## src/sv/cfr_pkg.sv

```systemverilog
// cfr_pkg: shared types and constants of the CAN frame reassembler
// no dependencies; imported by cfr_ctrl, cfr_merge, can_frame_reassembler and the testbench
`default_nettype none

package cfr_pkg;

  // message store geometry
  localparam int unsigned MaxFrames = 4;
  localparam int unsigned AddrW     = (MaxFrames > 1) ? $clog2(MaxFrames) : 1;
  localparam int unsigned WordW     = 64;
  localparam int unsigned BytesW    = WordW / 8;

  // field widths
  localparam int unsigned IdW    = 29;
  localparam int unsigned LenW   = 4;
  localparam int unsigned CntW   = 3;
  localparam int unsigned ErrW   = 32;
  localparam int unsigned IdxW   = 2;
  localparam int unsigned CfgIdxW = 1;

  // identifier that no frame can follow
  localparam logic [IdW-1:0] IdNone = '1;

  // configuration register indexes
  localparam logic [CfgIdxW-1:0] CfgBaseId     = 1'b0;
  localparam logic [CfgIdxW-1:0] CfgFrameCount = 1'b1;

  // result kinds
  typedef enum logic [1:0] {
    KindAccept = 2'd0,
    KindReject = 2'd1,
    KindWord   = 2'd2
  } kind_e;

  // one memory operation travelling from the sequencer to the merge stage
  typedef struct packed {
    logic              wr;    // read-modify-write of a frame
    logic              res;   // produces a result
    kind_e             kind;
    logic [AddrW-1:0]  addr;
    logic [BytesW-1:0] be;
    logic [WordW-1:0]  data;
    logic [ErrW-1:0]   err;
    logic              last;
  } op_t;

endpackage

`default_nettype wire

```

## src/sv/cfr_ram.sv

```systemverilog
// cfr_ram: generic single-write, single-read RAM with registered read data
// no dependencies
`default_nettype none

module cfr_ram #(
  parameter int unsigned Width = 64,
  parameter int unsigned Depth = 4
) (
  input  wire logic                                  clk_i,
  input  wire logic                                  we_i,
  input  wire logic [((Depth > 1) ? $clog2(Depth) : 1)-1:0] waddr_i,
  input  wire logic [Width-1:0]                      wdata_i,
  input  wire logic                                  re_i,
  input  wire logic [((Depth > 1) ? $clog2(Depth) : 1)-1:0] raddr_i,
  output logic      [Width-1:0]                      rdata_o
);

  logic [Width-1:0] mem_q [Depth];
  logic [Width-1:0] rdata_q;

  // write port and registered read port
  always_ff @(posedge clk_i) begin
    if (we_i) begin
      mem_q[waddr_i] <= wdata_i;
    end
    if (re_i) begin
      rdata_q <= mem_q[raddr_i];
    end
  end

  assign rdata_o = rdata_q;

endmodule

`default_nettype wire

```

## src/sv/cfr_ctrl.sv

```systemverilog
// cfr_ctrl: frame check, id and reject tracking, message word sequencer
// depends on cfr_pkg
`default_nettype none

module cfr_ctrl
  import cfr_pkg::*;
(
  input  wire logic             clk_i,
  input  wire logic             rst_ni,
  input  wire logic [IdW-1:0]   base_id_i,
  input  wire logic [CntW-1:0]  frame_count_i,
  input  wire logic             in_valid_i,
  output logic                  in_ready_o,
  input  wire logic [IdW-1:0]   frame_id_i,
  input  wire logic [LenW-1:0]  frame_len_i,
  input  wire logic [WordW-1:0] frame_data_i,
  input  wire logic             issue_ok_i,
  output logic                  op_valid_o,
  output op_t                   op_o
);

  logic [IdW-1:0]   prev_id_q, prev_id_d;
  logic [ErrW-1:0]  rej_cnt_q, rej_cnt_d;
  logic             emit_q, emit_d;
  logic [AddrW-1:0] emit_idx_q, emit_idx_d;
  logic [AddrW-1:0] emit_end_q, emit_end_d;

  logic [CntW-1:0]  cnt_sat;
  logic [LenW-1:0]  len_sat;
  logic [IdW:0]     id_end;
  logic [IdW:0]     prev_next;
  logic [IdW-1:0]   diff;
  logic             ok;
  logic             is_last;
  logic             accept;
  logic [BytesW-1:0] be;

  // saturate count and length
  always_comb begin
    cnt_sat = (32'(frame_count_i) > MaxFrames) ? CntW'(MaxFrames) : frame_count_i;
    len_sat = (frame_len_i > LenW'(BytesW)) ? LenW'(BytesW) : frame_len_i;
  end

  // frame check, compared without wrap
  always_comb begin
    id_end    = {1'b0, base_id_i} + (IdW+1)'(cnt_sat);
    prev_next = {1'b0, prev_id_q} + (IdW+1)'(1);
    diff      = frame_id_i - base_id_i;
    ok        = (frame_id_i >= base_id_i) && ({1'b0, frame_id_i} < id_end) &&
                ((frame_id_i == base_id_i) || ({1'b0, frame_id_i} == prev_next));
    is_last   = (diff[CntW-1:0] + CntW'(1)) == cnt_sat;
  end

  // byte enables from length
  always_comb begin
    for (int i = 0; i < BytesW; i++) begin
      be[i] = LenW'(i) < len_sat;
    end
  end

  assign in_ready_o = !emit_q && issue_ok_i;
  assign accept     = in_valid_i && in_ready_o;

  // operation issue: emission of message words takes priority over frames
  always_comb begin
    prev_id_d  = prev_id_q;
    rej_cnt_d  = rej_cnt_q;
    emit_d     = emit_q;
    emit_idx_d = emit_idx_q;
    emit_end_d = emit_end_q;
    op_valid_o = 1'b0;
    op_o       = '0;
    if (emit_q) begin
      op_valid_o = issue_ok_i;
      op_o.wr    = 1'b0;
      op_o.res   = 1'b1;
      op_o.kind  = KindWord;
      op_o.addr  = emit_idx_q;
      op_o.err   = rej_cnt_q;
      op_o.last  = emit_idx_q == emit_end_q;
      if (issue_ok_i) begin
        emit_idx_d = emit_idx_q + AddrW'(1);
        if (emit_idx_q == emit_end_q) begin
          emit_d = 1'b0;
        end
      end
    end else if (accept) begin
      op_valid_o = 1'b1;
      op_o.last  = 1'b1;
      op_o.be    = be;
      op_o.data  = frame_data_i;
      op_o.addr  = diff[AddrW-1:0];
      if (ok) begin
        prev_id_d = frame_id_i;
        op_o.wr   = 1'b1;
        op_o.res  = !is_last;
        op_o.kind = KindAccept;
        op_o.err  = rej_cnt_q;
        if (is_last) begin
          emit_d     = 1'b1;
          emit_idx_d = '0;
          emit_end_d = AddrW'(cnt_sat - CntW'(1));
        end
      end else begin
        rej_cnt_d = rej_cnt_q + ErrW'(1);
        op_o.wr   = 1'b0;
        op_o.res  = 1'b1;
        op_o.kind = KindReject;
        op_o.err  = rej_cnt_q + ErrW'(1);
      end
    end
  end

  // state registers
  always_ff @(posedge clk_i or negedge rst_ni) begin
    if (!rst_ni) begin
      prev_id_q  <= IdNone;
      rej_cnt_q  <= '0;
      emit_q     <= 1'b0;
      emit_idx_q <= '0;
      emit_end_q <= '0;
    end else begin
      prev_id_q  <= prev_id_d;
      rej_cnt_q  <= rej_cnt_d;
      emit_q     <= emit_d;
      emit_idx_q <= emit_idx_d;
      emit_end_q <= emit_end_d;
    end
  end

endmodule

`default_nettype wire

```

## src/sv/cfr_merge.sv

```systemverilog
// cfr_merge: read data stage, byte merge, write-back forwarding, result register
// depends on cfr_pkg
`default_nettype none

module cfr_merge
  import cfr_pkg::*;
(
  input  wire logic             clk_i,
  input  wire logic             rst_ni,
  input  wire logic             op_valid_i,
  input  wire op_t              op_i,
  output logic                  issue_ok_o,
  input  wire logic [WordW-1:0] rdata_i,
  output logic                  we_o,
  output logic [AddrW-1:0]      waddr_o,
  output logic [WordW-1:0]      wdata_o,
  output logic                  out_valid_o,
  input  wire logic             out_ready_i,
  output logic [1:0]            kind_o,
  output logic [IdxW-1:0]       word_index_o,
  output logic [WordW-1:0]      message_word_o,
  output logic [ErrW-1:0]       error_count_o,
  output logic                  last_word_o
);

  logic                 s1_v_q, s1_v_d;
  op_t                  s1_q;
  logic                 fwd_q;
  logic [WordW-1:0]     fwd_data_q;
  logic [MaxFrames-1:0] vld_q, vld_d;
  logic                 out_v_q, out_v_d;
  kind_e                out_kind_q;
  logic [IdxW-1:0]      out_idx_q;
  logic [WordW-1:0]     out_word_q;
  logic [ErrW-1:0]      out_err_q;
  logic                 out_last_q;

  logic                 s1_fire;
  logic                 load;
  logic [WordW-1:0]     cur;
  logic [WordW-1:0]     merged;

  // stage advance: ops without a result need no output space
  assign s1_fire    = s1_v_q && (!s1_q.res || !out_v_q || out_ready_i);
  assign issue_ok_o = !s1_v_q || s1_fire;
  assign load       = s1_fire && s1_q.res;

  // current word: forwarded write, stored word, or reset value
  always_comb begin
    if (fwd_q) begin
      cur = fwd_data_q;
    end else if (vld_q[s1_q.addr]) begin
      cur = rdata_i;
    end else begin
      cur = '0;
    end
    for (int i = 0; i < BytesW; i++) begin
      merged[i*8 +: 8] = s1_q.be[i] ? s1_q.data[i*8 +: 8] : cur[i*8 +: 8];
    end
  end

  // write-back
  assign we_o    = s1_fire && s1_q.wr;
  assign waddr_o = s1_q.addr;
  assign wdata_o = merged;

  always_comb begin
    vld_d = vld_q;
    if (we_o) begin
      vld_d[s1_q.addr] = 1'b1;
    end
    s1_v_d = s1_v_q;
    if (op_valid_i) begin
      s1_v_d = 1'b1;
    end else if (s1_fire) begin
      s1_v_d = 1'b0;
    end
    out_v_d = out_v_q;
    if (load) begin
      out_v_d = 1'b1;
    end else if (out_ready_i) begin
      out_v_d = 1'b0;
    end
  end

  // control registers
  always_ff @(posedge clk_i or negedge rst_ni) begin
    if (!rst_ni) begin
      s1_v_q  <= 1'b0;
      vld_q   <= '0;
      out_v_q <= 1'b0;
      fwd_q   <= 1'b0;
    end else begin
      s1_v_q  <= s1_v_d;
      vld_q   <= vld_d;
      out_v_q <= out_v_d;
      if (op_valid_i) begin
        fwd_q <= we_o && (op_i.addr == s1_q.addr);
      end
    end
  end

  // payload registers
  always_ff @(posedge clk_i) begin
    if (op_valid_i) begin
      s1_q       <= op_i;
      fwd_data_q <= merged;
    end
    if (load) begin
      out_kind_q <= s1_q.kind;
      out_err_q  <= s1_q.err;
      out_last_q <= s1_q.last;
      if (s1_q.kind == KindWord) begin
        out_idx_q  <= IdxW'(s1_q.addr);
        out_word_q <= cur;
      end else begin
        out_idx_q  <= '0;
        out_word_q <= '0;
      end
    end
  end

  assign out_valid_o    = out_v_q;
  assign kind_o         = out_kind_q;
  assign word_index_o   = out_idx_q;
  assign message_word_o = out_word_q;
  assign error_count_o  = out_err_q;
  assign last_word_o    = out_last_q;

endmodule

`default_nettype wire

```

## src/sv/can_frame_reassembler.sv

```systemverilog
// can_frame_reassembler: top level, configuration registers and module wiring
// depends on cfr_pkg, cfr_ram, cfr_ctrl, cfr_merge
//
// Usage:
//   Input channel in_valid_i/in_ready_o carries one received CAN frame per
//   request (frame_id_i, frame_len_i, frame_data_i). Output channel
//   out_valid_o/out_ready_i carries results: one per rejected or accepted
//   frame, or one per message word (up to four) for the last frame of a
//   message, in word order, last_word_o marking the final one.
//   The result of a frame passes the merge stage register, then the output
//   register. Frames are taken one per cycle while in_ready_o is high; a
//   completing frame blocks input while its words (frame_count, at most four)
//   are read out of the store over its single read port, one word per cycle
//   while the merge stage does not stall.
//   The store is a 4 x 64 bit RAM updated by read-modify-write; a write that
//   hits the entry read in the same cycle is forwarded.
//   Reset clears the store (per-entry valid bits), sets the previous id to
//   all ones and the reject count to zero; no clearing pass is needed.
//   When the receiver stalls, one result waits in the output register and one
//   operation in the merge stage; further frames wait on in_ready_o.
//   Configuration writes (cfg_we_i, cfg_idx_i, cfg_wdata_i) take effect at
//   once and are meant for idle periods; index 0 base id, 1 frame count.
`default_nettype none

module can_frame_reassembler
  import cfr_pkg::*;
(
  input  wire logic               clk_i,
  input  wire logic               rst_ni,
  input  wire logic               cfg_we_i,
  input  wire logic [CfgIdxW-1:0] cfg_idx_i,
  input  wire logic [IdW-1:0]     cfg_wdata_i,
  input  wire logic               in_valid_i,
  output logic                    in_ready_o,
  input  wire logic [IdW-1:0]     frame_id_i,
  input  wire logic [LenW-1:0]    frame_len_i,
  input  wire logic [WordW-1:0]   frame_data_i,
  output logic                    out_valid_o,
  input  wire logic               out_ready_i,
  output logic [1:0]              kind_o,
  output logic [IdxW-1:0]         word_index_o,
  output logic [WordW-1:0]        message_word_o,
  output logic [ErrW-1:0]         error_count_o,
  output logic                    last_word_o
);

  logic [IdW-1:0]   base_id_q;
  logic [CntW-1:0]  frame_count_q;
  logic             issue_ok;
  logic             op_valid;
  op_t              op;
  logic             we;
  logic [AddrW-1:0] waddr;
  logic [WordW-1:0] wdata;
  logic [WordW-1:0] rdata;

  // configuration registers
  always_ff @(posedge clk_i or negedge rst_ni) begin
    if (!rst_ni) begin
      base_id_q     <= '0;
      frame_count_q <= CntW'(1);
    end else if (cfg_we_i) begin
      case (cfg_idx_i)
        CfgBaseId:     base_id_q     <= cfg_wdata_i;
        CfgFrameCount: frame_count_q <= cfg_wdata_i[CntW-1:0];
        default: ;
      endcase
    end
  end

  cfr_ctrl u_ctrl (
    .clk_i         (clk_i),
    .rst_ni        (rst_ni),
    .base_id_i     (base_id_q),
    .frame_count_i (frame_count_q),
    .in_valid_i    (in_valid_i),
    .in_ready_o    (in_ready_o),
    .frame_id_i    (frame_id_i),
    .frame_len_i   (frame_len_i),
    .frame_data_i  (frame_data_i),
    .issue_ok_i    (issue_ok),
    .op_valid_o    (op_valid),
    .op_o          (op)
  );

  cfr_ram #(
    .Width (WordW),
    .Depth (MaxFrames)
  ) u_store (
    .clk_i   (clk_i),
    .we_i    (we),
    .waddr_i (waddr),
    .wdata_i (wdata),
    .re_i    (op_valid),
    .raddr_i (op.addr),
    .rdata_o (rdata)
  );

  cfr_merge u_merge (
    .clk_i          (clk_i),
    .rst_ni         (rst_ni),
    .op_valid_i     (op_valid),
    .op_i           (op),
    .issue_ok_o     (issue_ok),
    .rdata_i        (rdata),
    .we_o           (we),
    .waddr_o        (waddr),
    .wdata_o        (wdata),
    .out_valid_o    (out_valid_o),
    .out_ready_i    (out_ready_i),
    .kind_o         (kind_o),
    .word_index_o   (word_index_o),
    .message_word_o (message_word_o),
    .error_count_o  (error_count_o),
    .last_word_o    (last_word_o)
  );

endmodule

`default_nettype wire

```

## config.mk

```make
export PLATFORM = sky130hd
export DESIGN_NAME = can_frame_reassembler
export DESIGN_NICKNAME = d
export VERILOG_FILES = /design/src/sv/cfr_pkg.sv /design/src/sv/cfr_ram.sv /design/src/sv/cfr_ctrl.sv /design/src/sv/cfr_merge.sv /design/src/sv/can_frame_reassembler.sv
export SDC_FILE = /design/constraint.sdc
export NUM_CORES = 1
export LEC_CHECK = 0
export BUFFER_PORTS_ARGS = -buffer_cell sky130_fd_sc_hd__buf_2
export CORE_MARGIN = 3
export CORE_UTILIZATION = 45
export CTS_CLUSTER_DIAMETER = 120
export CTS_CLUSTER_SIZE = 10
export DETAILED_ROUTE_END_ITERATION = 7
export PLACE_DENSITY = 0.71
export SLEW_MARGIN = 20
export SYNTH_ARGS = -nofsm -noshare
export SYNTH_HDL_FRONTEND = slang
export SYNTH_HIERARCHICAL = 1
export SYNTH_SLANG_ARGS = --single-unit
```

## constraint.sdc

```tcl
create_clock -name clk_i -period 12.8 [get_ports clk_i]
set_input_delay 3.84 -clock clk_i [delete_from_list [all_inputs] [get_ports clk_i]]
set_output_delay 3.84 -clock clk_i [all_outputs]
set_load 0.02 [all_outputs]
```

# Word level (Yosys, flattened, before mapping)
# Memories as Yosys holds them, arrays and structs flattened. A register that Yosys moved wholly into a read port is not among the register bits.
# Cells that the tools add are included.
[op_classes]
n_addsub = 7
n_mux = 40
n_eq_ne = 7
bitwise_logic = 4
magnitude_cmp = 14
n_reduce_logical = 30
[ops]
columns = ["operator", "count"]
rows = [
  ["$mux 64", 2],
  ["$mux 110", 1],
  ["$mux 8", 8],
  ["$mux 33", 1],
  ["$add 32x1->32 const B", 1],
  ["$mux 32", 1],
  ["$add 29x1->30 const B", 1],
  ["$add 29x3->30", 1],
  ["$eq 29x30->1", 1],
  ["$lt 29x30->1", 1],
  ["$eq 29x29->1", 1],
  ["$ge 29x29->1", 1],
  ["$lt 3x4->1 const A", 4],
  ["$mux 1", 16],
  ["$mux 2", 6],
  ["$reduce_bool 2->1", 5],
  ["$logic_and 1x1->1", 9],
  ["$lt 1x4->1 const A", 2],
  ["$lt 2x4->1 const A", 2],
  ["$mux 4", 2],
  ["$reduce_and 4->1", 2],
  ["$reduce_and 2->1", 3],
  ["$logic_not 1->1", 5],
  ["$eq 2x2->1", 2],
  ["other kinds (19)", 24],
]
[totals]
regBits = 381
word_cells = 129
memories = 1
input_bits = 132
out_inout_bits = 103
ramBits = 256
[memory_table]
columns = ["name", "depth", "width", "read_ports", "rd_ports_with_merged_regs", "write_ports", "line_no", "rtl"]
rows = [
  ["u_store.mem_q", 4, 64, 1, 1, 1, "cfr_ram.sv:18", "logic [Width-1:0] mem_q [Depth];"],
]

# Logic depth before layout (Yosys ltp)
# Gate-level depths: netlist (run 1).
[depth]
depth_word = 11
ltp_mapped = 23

# Cells and area by module
# The synthesis (run 1) kept the hierarchy.
[modules_own_cells]
columns = ["mod", "cells_per_inst", "area_per_inst_um2", "instances"]
rows = [
  ["cfr_ram", 402, 11263.3, 1],
  ["cfr_merge", 671, 11203.2, 1],
  ["cfr_ctrl", 1020, 7970.1, 1],
  ["can_frame_reassembler", 69, 1256.2, 1],
]

# Worst setup path after synthesis (run 1)
# Ideal clock, no wire load.
[synth_path]
path_kind = "input-to-reg"
start = "input port in_valid_i"
end = "register u_merge.fwd_data_q[0] (enable)"
n_path_buf = 2
required_time_ns = 12.176
slack_ns = 2.563
cell_stages = 3
t_arrival_ns = 9.613
path_cell_list = "clkbuf_1 > clkbuf_1 > o21a_1"
[synth_via]
elab_chain_cells = 3
[synth_lines]
columns = ["item", "line_no", "rtl"]
rows = [
  ["from (decl)", "can_frame_reassembler.sv:33", "input wire logic in_valid_i,"],
  ["$logic_and 1x1->1", "cfr_ctrl.sv:62", "assign accept = in_valid_i && in_ready_o;"],
  ["$mux 1", "cfr_ctrl.sv:87", "end else if (accept) begin"],
  ["$mux 1", "cfr_ctrl.sv:73", "if (emit_q) begin"],
  ["named net op_valid", "can_frame_reassembler.sv:50", "logic op_valid;"],
  ["to (signal assigned)", "cfr_merge.sv:107", "fwd_data_q <= merged;"],
  ["to (decl)", "cfr_merge.sv:29", "logic [WordW-1:0] fwd_data_q;"],
]
# The timed path passes the listed nets, and every way through them passes these cells.
# A chain may end at the register's enable or synchronous reset.

# Worst setup path after layout (run 1)
[layout_path]
start = "input port out_ready_i"
end = "output port in_ready_o"
[layout_via]
elab_chain_cells = 4
[layout_lines]
columns = ["item", "line_no", "rtl"]
rows = [
  ["from (decl)", "can_frame_reassembler.sv:39", "input wire logic out_ready_i,"],
  ["$logic_or 1x1->1", "cfr_merge.sv:44", "assign s1_fire = s1_v_q && (!s1_q.res || !out_v_q || out_ready_i);"],
  ["$logic_and 1x1->1", "cfr_merge.sv:44", ""],
  ["$logic_or 1x1->1", "cfr_merge.sv:45", "assign issue_ok_o = !s1_v_q || s1_fire;"],
  ["named net issue_ok", "can_frame_reassembler.sv:49", "logic issue_ok;"],
  ["$logic_and 1x1->1", "cfr_ctrl.sv:61", "assign in_ready_o = !emit_q && issue_ok_i;"],
  ["to (decl)", "can_frame_reassembler.sv:34", "output logic in_ready_o,"],
]
# The timed path passes the listed nets, and every way through them passes these cells.

==> run_results.csv, run 1 <==
group,metric,value,unit
outcome,outcome,"finished, final reports clean",
sta,rsz0062_at_grt,"false",
sta,timing.final.crit_period,8.731,ns
yosys,synth_area_per_cell,14.66,µm²
sta,slew_headroom,26.13,%
floorplanning,ios,235,
setup_path,slowest_stage,"nor2b_1",
final_layout,final_core_utilization,51.92,%
detailed_routing,wl_per_cell,20.54,µm
pwr,p_sw_share,25.23,%
detailed_routing,wl_met3,4.151,mm
clock_network,clk_latency,0.64,ns
yosys,synth_fa_ha_area_share,2.645,%
final_layout,syn_to_final_growth,13.33,%
yosys,synth_ff_type,"edfxtp_1",
clock_network,clock_sinks,701,
detailed_routing,routed_wl,68.87,mm
clock_network,cts_resized,0,
pwr,power_density,155.7,nW/µm²
detailed_routing,wl_met1,29.24,mm
floorplanning,core-area,69190,µm²
yosys,yosysUniqueCellTypes,83,
detailed_routing,vias,18670,
floorplanning,die_x,271.4,µm
setup_path,critPathRequiredTime,8.96,ns
yosys,synth_top_area_share,56.47,%
floorplanning,initial_utilization,45.81,%
setup_path,cp.buffers_inverters,2,
yosys,yosysWarningCount,6,
place,hpwl,42.42,mm
pwr,leakagePower,13.73,nW
setup_path,ff2ff_setup_slack,6.25,ns
pwr,p_clk_share,36.2,%
yosys,ys_seq_area_share,64.88,%
final_layout,fillers,5710,
place,io_buffers,234,
worst_hold_path,hp-class,"register to register",
yosys,yosysMostFrequentCell,"edfxtp_1",
final_layout,nets,2587,
yosys,synth.area.mux_share,9.925,%
setup_path,start_kind,"input port",
yosys,syn-instance-count,2162,
yosys,synth-edff-count,596,
detailed_routing,drc,0,
detailed_routing,drt_iter0_drc,1293,
clock_network,cts_root_buf,"clkbuf_16",
pwr,finalPower,5.593,mW
sta,tns,0,ns
yosys,synth_top_family_by_area,"simple AND/OR/NAND/NOR gates",
clock_network,postCtsSetupBuffers,0,
place,gp_congestion,0.8558,
floorplanning,rows,96,
yosys,synthTopCellsByArea,"edfxtp_1, dfrtp_1, mux4_2, mux2i_1, dfstp_2",
global_route,grt_pass1_wl,107.5,mm
sta,finalCritPeriodShare,68.21,%
global_route,grt_use_total,18.47,%
clock_network,clkTransAtPathRegs,0.06,ns
clock_network,htreeDepth,3,
sta,max_freq,114.5,MHz
sta,drv_slew,0,
yosys,synth_nets,2359,
detailed_routing,final_antenna_net_count,0,
pwr,netSwitchingPower,1.411,mW
pwr,cell_internal_pwr,4.182,mW
sta,hold_viol,0,
yosys,synth_common_cells,"edfxtp_1, nor2_1, nand2_1, inv_1, and3_1",
floorplanning,die_area,73650,µm²
yosys,synth-async-reset-ratio,14.98,%
yosys,yosys.area_share.simple,10.94,%
yosys,synth_area,31690,µm²
setup_path,path_common_cell,"buf_2",
yosys,synth_area_leader_cell,"edfxtp_1",
setup_path,cp.arrival,4.89,ns
global_route,grt_start_max_net_pins,90,
clock_network,cts_buffers,80,
detailed_routing,via_per_inst,5.568,
pwr,ir_worst_vdd,0.00009861,V
floorplanning,die_h,271.4,µm
setup_path,end_kind,"output pin",
sta,setup_viol,0,
final_layout,drive_gt1_share,24.01,%
setup_path,worstPathCellList,"buf_2, nor2b_1, nand3_1, nor2b_4, buf_2",
global_route,antenna_found_initial,3,
setup_path,crit_family,"simple AND/OR/NAND/NOR gates",
sta,worstMarginPinSlew,1.108,ns
clock_network,cts_tree,"yes",
run,cap_viol_max_count,0,
setup_path,crit_fanout,6,
yosys,synthXorXnorAreaFrac,2.681,%
detailed_routing,wl_met2,34.09,mm
yosys,synth-compound-area-share,5.397,%
clock_network,cts_buffer_depth,3,
global_route,grt_overflow,0,
pwr,seqPwrFrac,50.6,%
setup_path,cpPeakStageDelay,0.31,ns
detailed_routing,top_layer_used,"met4",
clock_network,ctsHoldBuffers,0,
yosys,ys_ff_latch,701,
detailed_routing,dr.pass1.iters,5,
setup_path,path_class,"input port to output pin",
pwr,combPwrFrac,13.1,%
sta,fin_worst_skew,0.05130,ns
global_route,grt_pass1_vias,19070,
==> placed cells by master, fill, tap and decap left out, types with 21 or more instances in the layout <==
| master | synthesis | layout |
|---|---|---|
| edfxtp_1 | 596 | 596 |
| buf_2 | 16 | 233 |
| nor2_1 | 132 | 131 |
| nand2_1 | 127 | 126 |
| inv_1 | 107 | 107 |
| and3_1 | 99 | 98 |
| mux2i_1 | 87 | 87 |
| clkbuf_16 | 0 | 81 |
| xnor2_1 | 76 | 76 |
| dfrtp_1 | 75 | 74 |
| nand3_1 | 72 | 72 |
| nor2b_1 | 72 | 71 |
| ha_1 | 63 | 63 |
| mux4_2 | 61 | 60 |
| a22oi_2 | 59 | 59 |
| nor3_1 | 38 | 38 |
| nand4_1 | 37 | 37 |
| mux2_1 | 31 | 31 |
| dfstp_2 | 30 | 30 |
| mux2_2 | 25 | 25 |
| buf_4 | 10 | 25 |
| a21oi_1 | 25 | 25 |
| o21ai_0 | 26 | 24 |
| clkbuf_1 | 55 | 23 |
| xor2_1 | 21 | 21 |
==> power groups by stage <==
stage | registers (mW) | logic [mW] | clock network (mW)
2_1_floorplan | 2.87 | 0.538 | 0
3_3_place_gp | 2.87 | 0.697 | 0
3_5_place_dp | 2.88 | 0.730 | 0
4_1_cts | 2.84 | 0.733 | 2.09
5_1_grt | 2.85 | 0.810 | 2.18
6_report | 2.83 | 0.735 | 2.03
==> kinds of logic (layout without fill, tap and decap cells) <==
family	count (synthesis)	in the layout
fa+ha+maj	66	66
other cells	0	2
xor+xnor	97	97
mux	219	219
simple gates	657	657
flops	701	701
buf+inv	222	480
compound gates	200	200
==> registers in the layout, indices dropped and copies added (netlist names), 3 cells and up <==
| signal | flops |
|---|---|
| u_merge/error_count_o | 32 |
| base_id_q | 29 |
| u_merge/fwd_data_q | 64 |
| frame_count_q | 3 |
| u_merge/message_word_o | 64 |
| u_ctrl/rej_cnt_q | 32 |
| u_merge/vld_q | 4 |
| u_store/mem_q | 256 |
| u_merge/s1_q | 109 |
| u_ctrl/prev_id_q | 29 |
| u_store/rdata_o | 64 |
==> metrics by stage <==
step	cells	setup WS (ns)	cell area (µm²)	hold slack [ns]
6_report	3353	4.069	35920	0.4157
5_1_grt	3351	3.978	35910	0.4244
3_3_place_gp	3236	4.100	33580	0.4050
4_1_cts	3348	4.081	35830	0.4133
3_5_place_dp	3236	4.088	33580	0.4045
2_1_floorplan	2162	2.563	31690	0.4003
==> metal layers <==
layer  up-vias  track usage, %
met5         -               0
met4         0           4.928
met3       106           3.527
met2       567           31.19
met1      9447           24.59
li1       8551               -
==> final cells by class <==
class / count / area (µm²) / area share [%]
Sequential cell: 701 / 20570 / 57.26
Clock inverter: 8 / 135.1 / 0.3762
Antenna cell: 2 / 5.005 / 0.01393
Clock buffer: 104 / 2113 / 5.884
Inverter: 107 / 401.6 / 1.118
Tap cell: 931 / 1165 / 3.243
Timing Repair Buffer: 261 / 1436 / 3.999
Multi-Input combinational cell: 1239 / 10100 / 28.11
==> final timing paths <==
kind / from / end / cells past startpoint
max in group asynchronous: rst_ni / base_id_q[2] / 2
worst min-delay path: u_merge/s1_q[5] / u_merge/error_count_o[4] / 0
min in group asynchronous: rst_ni / u_ctrl/rej_cnt_q[15] / 1
worst min register to register: u_merge/s1_q[5] / u_merge/error_count_o[4] / 0
worst max register to register: frame_count_q[0] / u_ctrl/prev_id_q[14] / 23
worst max-delay path: out_ready_i / in_ready_o / 5
Note: power is estimated with default switching activity, not from simulation.
==> run 2: changes to the inputs <==
- PLACE_DENSITY: 0.71 -> 0.73
- clock period: 12.8 -> 7.25 ns (I/O delays scaled with it)
==> run_results.csv, run 2 (same netlist as run 1, synthesis figures left out) <==
group,metric,value,unit
outcome,outcome,"finished, final reports clean",
floorplanning,die_h,271.4,µm
sta,tns,0,ns
clock_network,cts_buffers,80,
clock_network,cts_buffer_depth,3,
pwr,leakagePower,13.75,nW
place,io_buffers,234,
sta,hold-worst-slack,0.4140,ns
floorplanning,core-area,69190,µm²
clock_network,cts_root_buf,"clkbuf_16",
final_layout,largestRegisters,"u_store/mem_q x256, u_merge/s1_q x109",
detailed_routing,vias,18810,
sta,max_freq,168.1,MHz
setup_path,end_kind,"register",
place,pre_cts_ws,1.387,ns
clock_network,htreeDepth,3,
place,gp_congestion,0.8383,
worst_hold_path,hp-class,"register to register",
pwr,power_density,276.2,nW/µm²
setup_path,start_kind,"register",
pwr,finalPower,9.932,mW
global_route,grt_pass1_vias,19380,
final_layout,syn_to_final_growth,13.47,%
setup_path,cp.arrival,6.44,ns
detailed_routing,dr.pass1.iters,6,
global_route,grt_overflow,0,
sta,worstMarginPinSlew,1.077,ns
place,post-place-cells,3237,
run,cap_viol_max_count,0,
sta,timing.final.crit_period,5.947,ns
sta,fin_worst_skew,0.04359,ns
detailed_routing,via_per_inst,5.596,
setup_path,crit_fanout,24,
global_route,grt_pass1_wl,111.6,mm
final_layout,drive_gt1_share,23.84,%
place,hpwl,45.05,mm
final_layout,mostFrequentLayoutCell,"edfxtp_1",
sta,worst_slack,1.303,ns
setup_path,crit_family,"simple AND/OR/NAND/NOR gates",
detailed_routing,drc,0,
final_layout,stdcell_count,3361,
setup_path,path_common_cell,"nor3_1",
final_layout,largest_register_ffs,256,
floorplanning,initial_utilization,45.81,%
setup_path,path_class,"register to register",
clock_network,ctsHoldBuffers,0,
clock_network,clkTransAtPathRegs,0.06,ns
floorplanning,ios,235,
setup_path,cpPeakStageDelay,0.75,ns
global_route,antenna_found_initial,3,
final_layout,layout_common_cells,"edfxtp_1, buf_2, nor2_1",
clock_network,cts_tree,"yes",
floorplanning,die_area,73650,µm²
floorplanning,rows,96,
setup_path,cp.buffers_inverters,3,
setup_path,slowest_stage,"a31oi_4",
pwr,ir_worst_vdd,0.0001679,V
sta,setup_viol,0,
floorplanning,die_x,271.4,µm
detailed_routing,final_antenna_net_count,0,
clock_network,clk_latency,0.63,ns
clock_network,clock_sinks,701,
sta,rsz0062_at_grt,"false",
detailed_routing,wl_per_cell,21.37,µm
sta,slew_headroom,28.20,%
clock_network,postCtsSetupBuffers,0,
global_route,grt_start_max_net_pins,97,
setup_path,critPathRequiredTime,7.74,ns
final_layout,regMostFlops,"u_store/mem_q",
sta,hold_viol,0,
global_route,grt_use_total,19.35,%
final_layout,nets,2586,
clock_network,cts_resized,0,
sta,finalCritPeriodShare,82.03,%
detailed_routing,routed_wl,71.82,mm
sta,drv_slew,0,
detailed_routing,drt_iter0_drc,1461,
setup_path,worstPathCellList,"nor2b_1, ha_1, inv_1, fa_1, nor2b_1, o21ai_0, nor2_1, nand2_1, nor3_1, buf_4, nand3_1, xnor2_1, ha_1, nand3_1, nor3_1, a221o_1, o31a_1, a31o_2, nor3_1, a31oi_4, buf_4, and2_1, mux2_4",
## run 2: cell types whose count changed in the layout (fill, tap and decap cells not counted), sizes merged
cell | previous run | this run
diode | 2 | 1
buf | 261 | 260
inv | 109 | 110
clkinv | 6 | 3
clkbuf | 104 | 116
## run 2: final timing paths
| check | slack [ns] | start | depth (start not counted) | endpoint |
|---|---|---|---|---|
| min | 0.41 | u_merge/s1_q[4] | 0 | u_merge/error_count_o[3] |
| min reg2reg | 0.41 | u_merge/s1_q[4] | 0 | u_merge/error_count_o[3] |
| min in group asynchronous | 1.56 | rst_ni | 1 | u_ctrl/rej_cnt_q[22] |
| max in group asynchronous | 4.30 | rst_ni | 2 | base_id_q[7] |
| max | 1.30 | frame_count_q[0] | 23 | u_ctrl/rej_cnt_q[1] |
| max reg2reg | 1.30 | frame_count_q[0] | 23 | u_ctrl/rej_cnt_q[1] |
## run 2: area by class of cell
class / instances / area [µm²]
clock inverters: 6 / 125.1
inverters: 107 / 401.6
repair buffers: 260 / 1419
well taps: 931 / 1165
multi-input cells: 1239 / 10100
fillers: 5667 / 33230
diodes: 1 / 2.502
clock buffers: 116 / 2180
flip-flops and latches: 701 / 20570
## run 2: worst register-to-register path: stages, from the launching register on
cell and delay, ns:
dfstp_2 0.54, nor2b_1 0.28, ha_1 0.26, inv_1 0.06, fa_1 0.39, nor2b_1 0.12
o21ai_0 0.15, nor2_1 0.26, nand2_1 0.14, nor3_1 0.21, buf_4 0.21, nand3_1 0.10
xnor2_1 0.17, ha_1 0.29, nand3_1 0.13, nor3_1 0.23, a221o_1 0.17, o31a_1 0.13
a31o_2 0.14, nor3_1 0.08, a31oi_4 0.75, buf_4 0.38, and2_1 0.29, mux2_4 0.33
## run 2: layer usage
layer / part of all wire [%] / vias to the layer above / GRT usage [%]
li1: - / 8567 / -
met2: 49 / 602 / 32.53
met1: 43 / 9511 / 25.93
met5: 0.032 / - / 0
met3: 5.9 / 125 / 3.571
met4: 2.5 / 4 / 5.253
## run 2: per-stage QoR
step | area (µm²) | util, %
after floorplan | 31700 | -
after global placement | 33630 | 48.61
after detailed placement | 33630 | 48.61
after CTS | 35940 | 51.94
after global routing | 35960 | 51.97
final | 35960 | 51.98
## run 2: report_power, final
| part | switching [mW] | internal (mW) | total (mW) |
|---|---|---|---|
| clock network | 1.54 | 2.08 | 3.62 |
| registers | 0.190 | 4.82 | 5.01 |
| logic | 0.777 | 0.522 | 1.30 |
| total | 2.51 | 7.43 | 9.93 |
==> run 3: changes to the inputs <==
- clock period: 7.25 -> 5.4 ns (I/O delays scaled with it)
==> run_results.csv, run 3 (same netlist as run 1, synthesis figures left out) <==
group,metric,value,unit
sta,hold_viol,0,
clock_network,cts_tree,"yes",
sta,fin_worst_skew,0.03824,ns
detailed_routing,top_layer_used,"met4",
floorplanning,core-area,69190,µm²
global_route,grt_pass1_vias,19770,
global_route,grt_pass1_wl,113.9,mm
floorplanning,die_x,271.4,µm
clock_network,clkTransAtPathRegs,0.06,ns
final_layout,mostFrequentLayoutCell,"edfxtp_1",
detailed_routing,wl_per_cell,21.89,µm
worst_hold_path,hp-class,"register to register",
setup_path,cp.arrival,5.52,ns
global_route,antenna_found_initial,1,
floorplanning,ios,235,
place,gp_congestion,0.9180,
sta,tns,0,ns
pwr,finalPower,13.39,mW
sta,timing.final.crit_period,5.154,ns
sta,max_freq,194.0,MHz
clock_network,clock_sinks,701,
global_route,grt_start_max_net_pins,117,
detailed_routing,routed_wl,73.97,mm
clock_network,ctsHoldBuffers,0,
setup_path,r2r_cells,23,
sta,rsz0062_at_grt,"false",
clock_network,clk_latency,0.62,ns
place,io_buffers,234,
setup_path,path_class,"register to register",
final_layout,regMostFlops,"u_store/mem_q",
sta,slew_headroom,31.42,%
floorplanning,initial_utilization,45.81,%
final_layout,multi_input_area,10150,µm²
sta,setup_viol,0,
detailed_routing,vias,19100,
floorplanning,die_h,271.4,µm
place,hpwl,47.42,mm
floorplanning,rows,96,
detailed_routing,wl_met3,5.110,mm
final_layout,ff_latch_area,20570,µm²
setup_path,critPathRequiredTime,5.76,ns
setup_path,crit_fanout,7,
worst_hold_path,worstHoldPathCells,0,
global_route,grt_overflow,0,
clock_network,cts_root_buf,"clkbuf_16",
final_layout,final_core_utilization,52.47,%
detailed_routing,final_antenna_net_count,0,
final_layout,syn_to_final_growth,14.55,%
final_layout,largest_register_ffs,256,
run,cap_viol_max_count,0,
sta,worstMarginPinSlew,1.027,ns
final_layout,layout_common_cells,"edfxtp_1, buf_2, nor2_1",
pwr,ir_worst_vdd,0.0002144,V
sta,hold-worst-slack,0.4051,ns
sta,drv_slew,0,
final_layout,largestRegisters,"u_store/mem_q x256, u_merge/s1_q x109",
final_layout,fillers,5647,
outcome,outcome,"finished, final reports clean",
floorplanning,die_area,73650,µm²
pwr,leakagePower,13.92,nW
pwr,power_density,368.9,nW/µm²
final_layout,drive_gt1_share,25.16,%
clock_network,htreeDepth,3,
detailed_routing,drt_iter0_drc,1717,
clock_network,cts_buffer_depth,3,
detailed_routing,wl_met2,36.44,mm
global_route,grt_use_total,19.77,%
final_layout,antennaDiodeCount,0,
setup_path,end_kind,"register",
detailed_routing,via_per_inst,5.652,
setup_path,start_kind,"register",
sta,finalCritPeriodShare,95.44,%
clock_network,cts_buffers,80,
detailed_routing,dr.pass1.iters,5,
detailed_routing,wl_met1,30.48,mm
detailed_routing,drc,0,
final_layout,nets,2617,
==> run 3: layout make-up <==
type	instances	area share, %
Tap cell	931	3.209
Sequential cell	701	56.65
Clock buffer	106	5.959
Multi-Input combinational cell	1240	27.96
Clock inverter	4	0.2171
Timing Repair Buffer	290	4.897
Inverter	107	1.106
==> run 3: worst paths after layout <==
check	from	to	slack, ns
hold / removal	u_merge/s1_q[4]	u_merge/error_count_o[3]	0.41
setup / recovery	frame_count_q[0]	u_merge/s1_q[14]	0.25
setup reg to reg	frame_count_q[0]	u_merge/s1_q[14]	0.25
hold reg to reg	u_merge/s1_q[4]	u_merge/error_count_o[3]	0.41
max in group asynchronous	rst_ni	u_ctrl/rej_cnt_q[29]	3.31
min in group asynchronous	rst_ni	u_ctrl/rej_cnt_q[19]	1.06
==> run 3: timing repair <==
item                       CTS  global route
cloned                       0             2
resized for setup            0            13
pin swaps                    0             6
setup endpoints to repair    1            95
buffers inserted             3             4
==> run 3: critical path, cell delays in order, from the launching register on <==
cell	delay, ns
dfstp_2	0.55
nor2b_2	0.16
ha_2	0.20
inv_1	0.06
fa_1	0.41
nor2b_1	0.13
o21ai_1	0.09
nor2_2	0.18
nand2_1	0.12
nor3_1	0.18
buf_4	0.19
nand3_1	0.09
xnor2_1	0.20
ha_1	0.27
nand3_1	0.15
nor3_1	0.08
a221o_1	0.29
o31a_1	0.24
a31o_2	0.27
nor2_4	0.21
a31oi_4	0.20
buf_4	0.19
and3_1	0.13
or3_1	0.36
==> run 3: routing by layer <==
| metal | global-route usage (%) | vias up |
|---|---|---|
| met5 | 0 | - |
| met4 | 6.735 | 0 |
| met3 | 3.960 | 124 |
| met2 | 33.02 | 665 |
| met1 | 25.92 | 9683 |
| li1 | - | 8627 |
==> run 3: stage by stage <==
stage / area [µm²] / setup slack, ns / cells
6_report: 36300 / 0.2461 / 3379
5_1_grt: 36300 / 0.005914 / 3379
4_1_cts: 36200 / 0.06538 / 3374
3_5_place_dp: 33930 / -0.007761 / 3261
3_3_place_gp: 33930 / 0.08056 / 3261
2_1_floorplan: 31710 / 0.2910 / 2162
==> run 3: where the power goes <==
part           total [mW]  leakage [nW]  internal (mW)  switching [mW]
sequential           6.73          6.90           6.47           0.252
clock                4.83          1.09           2.78            2.05
combinational        1.83          5.93          0.736            1.10
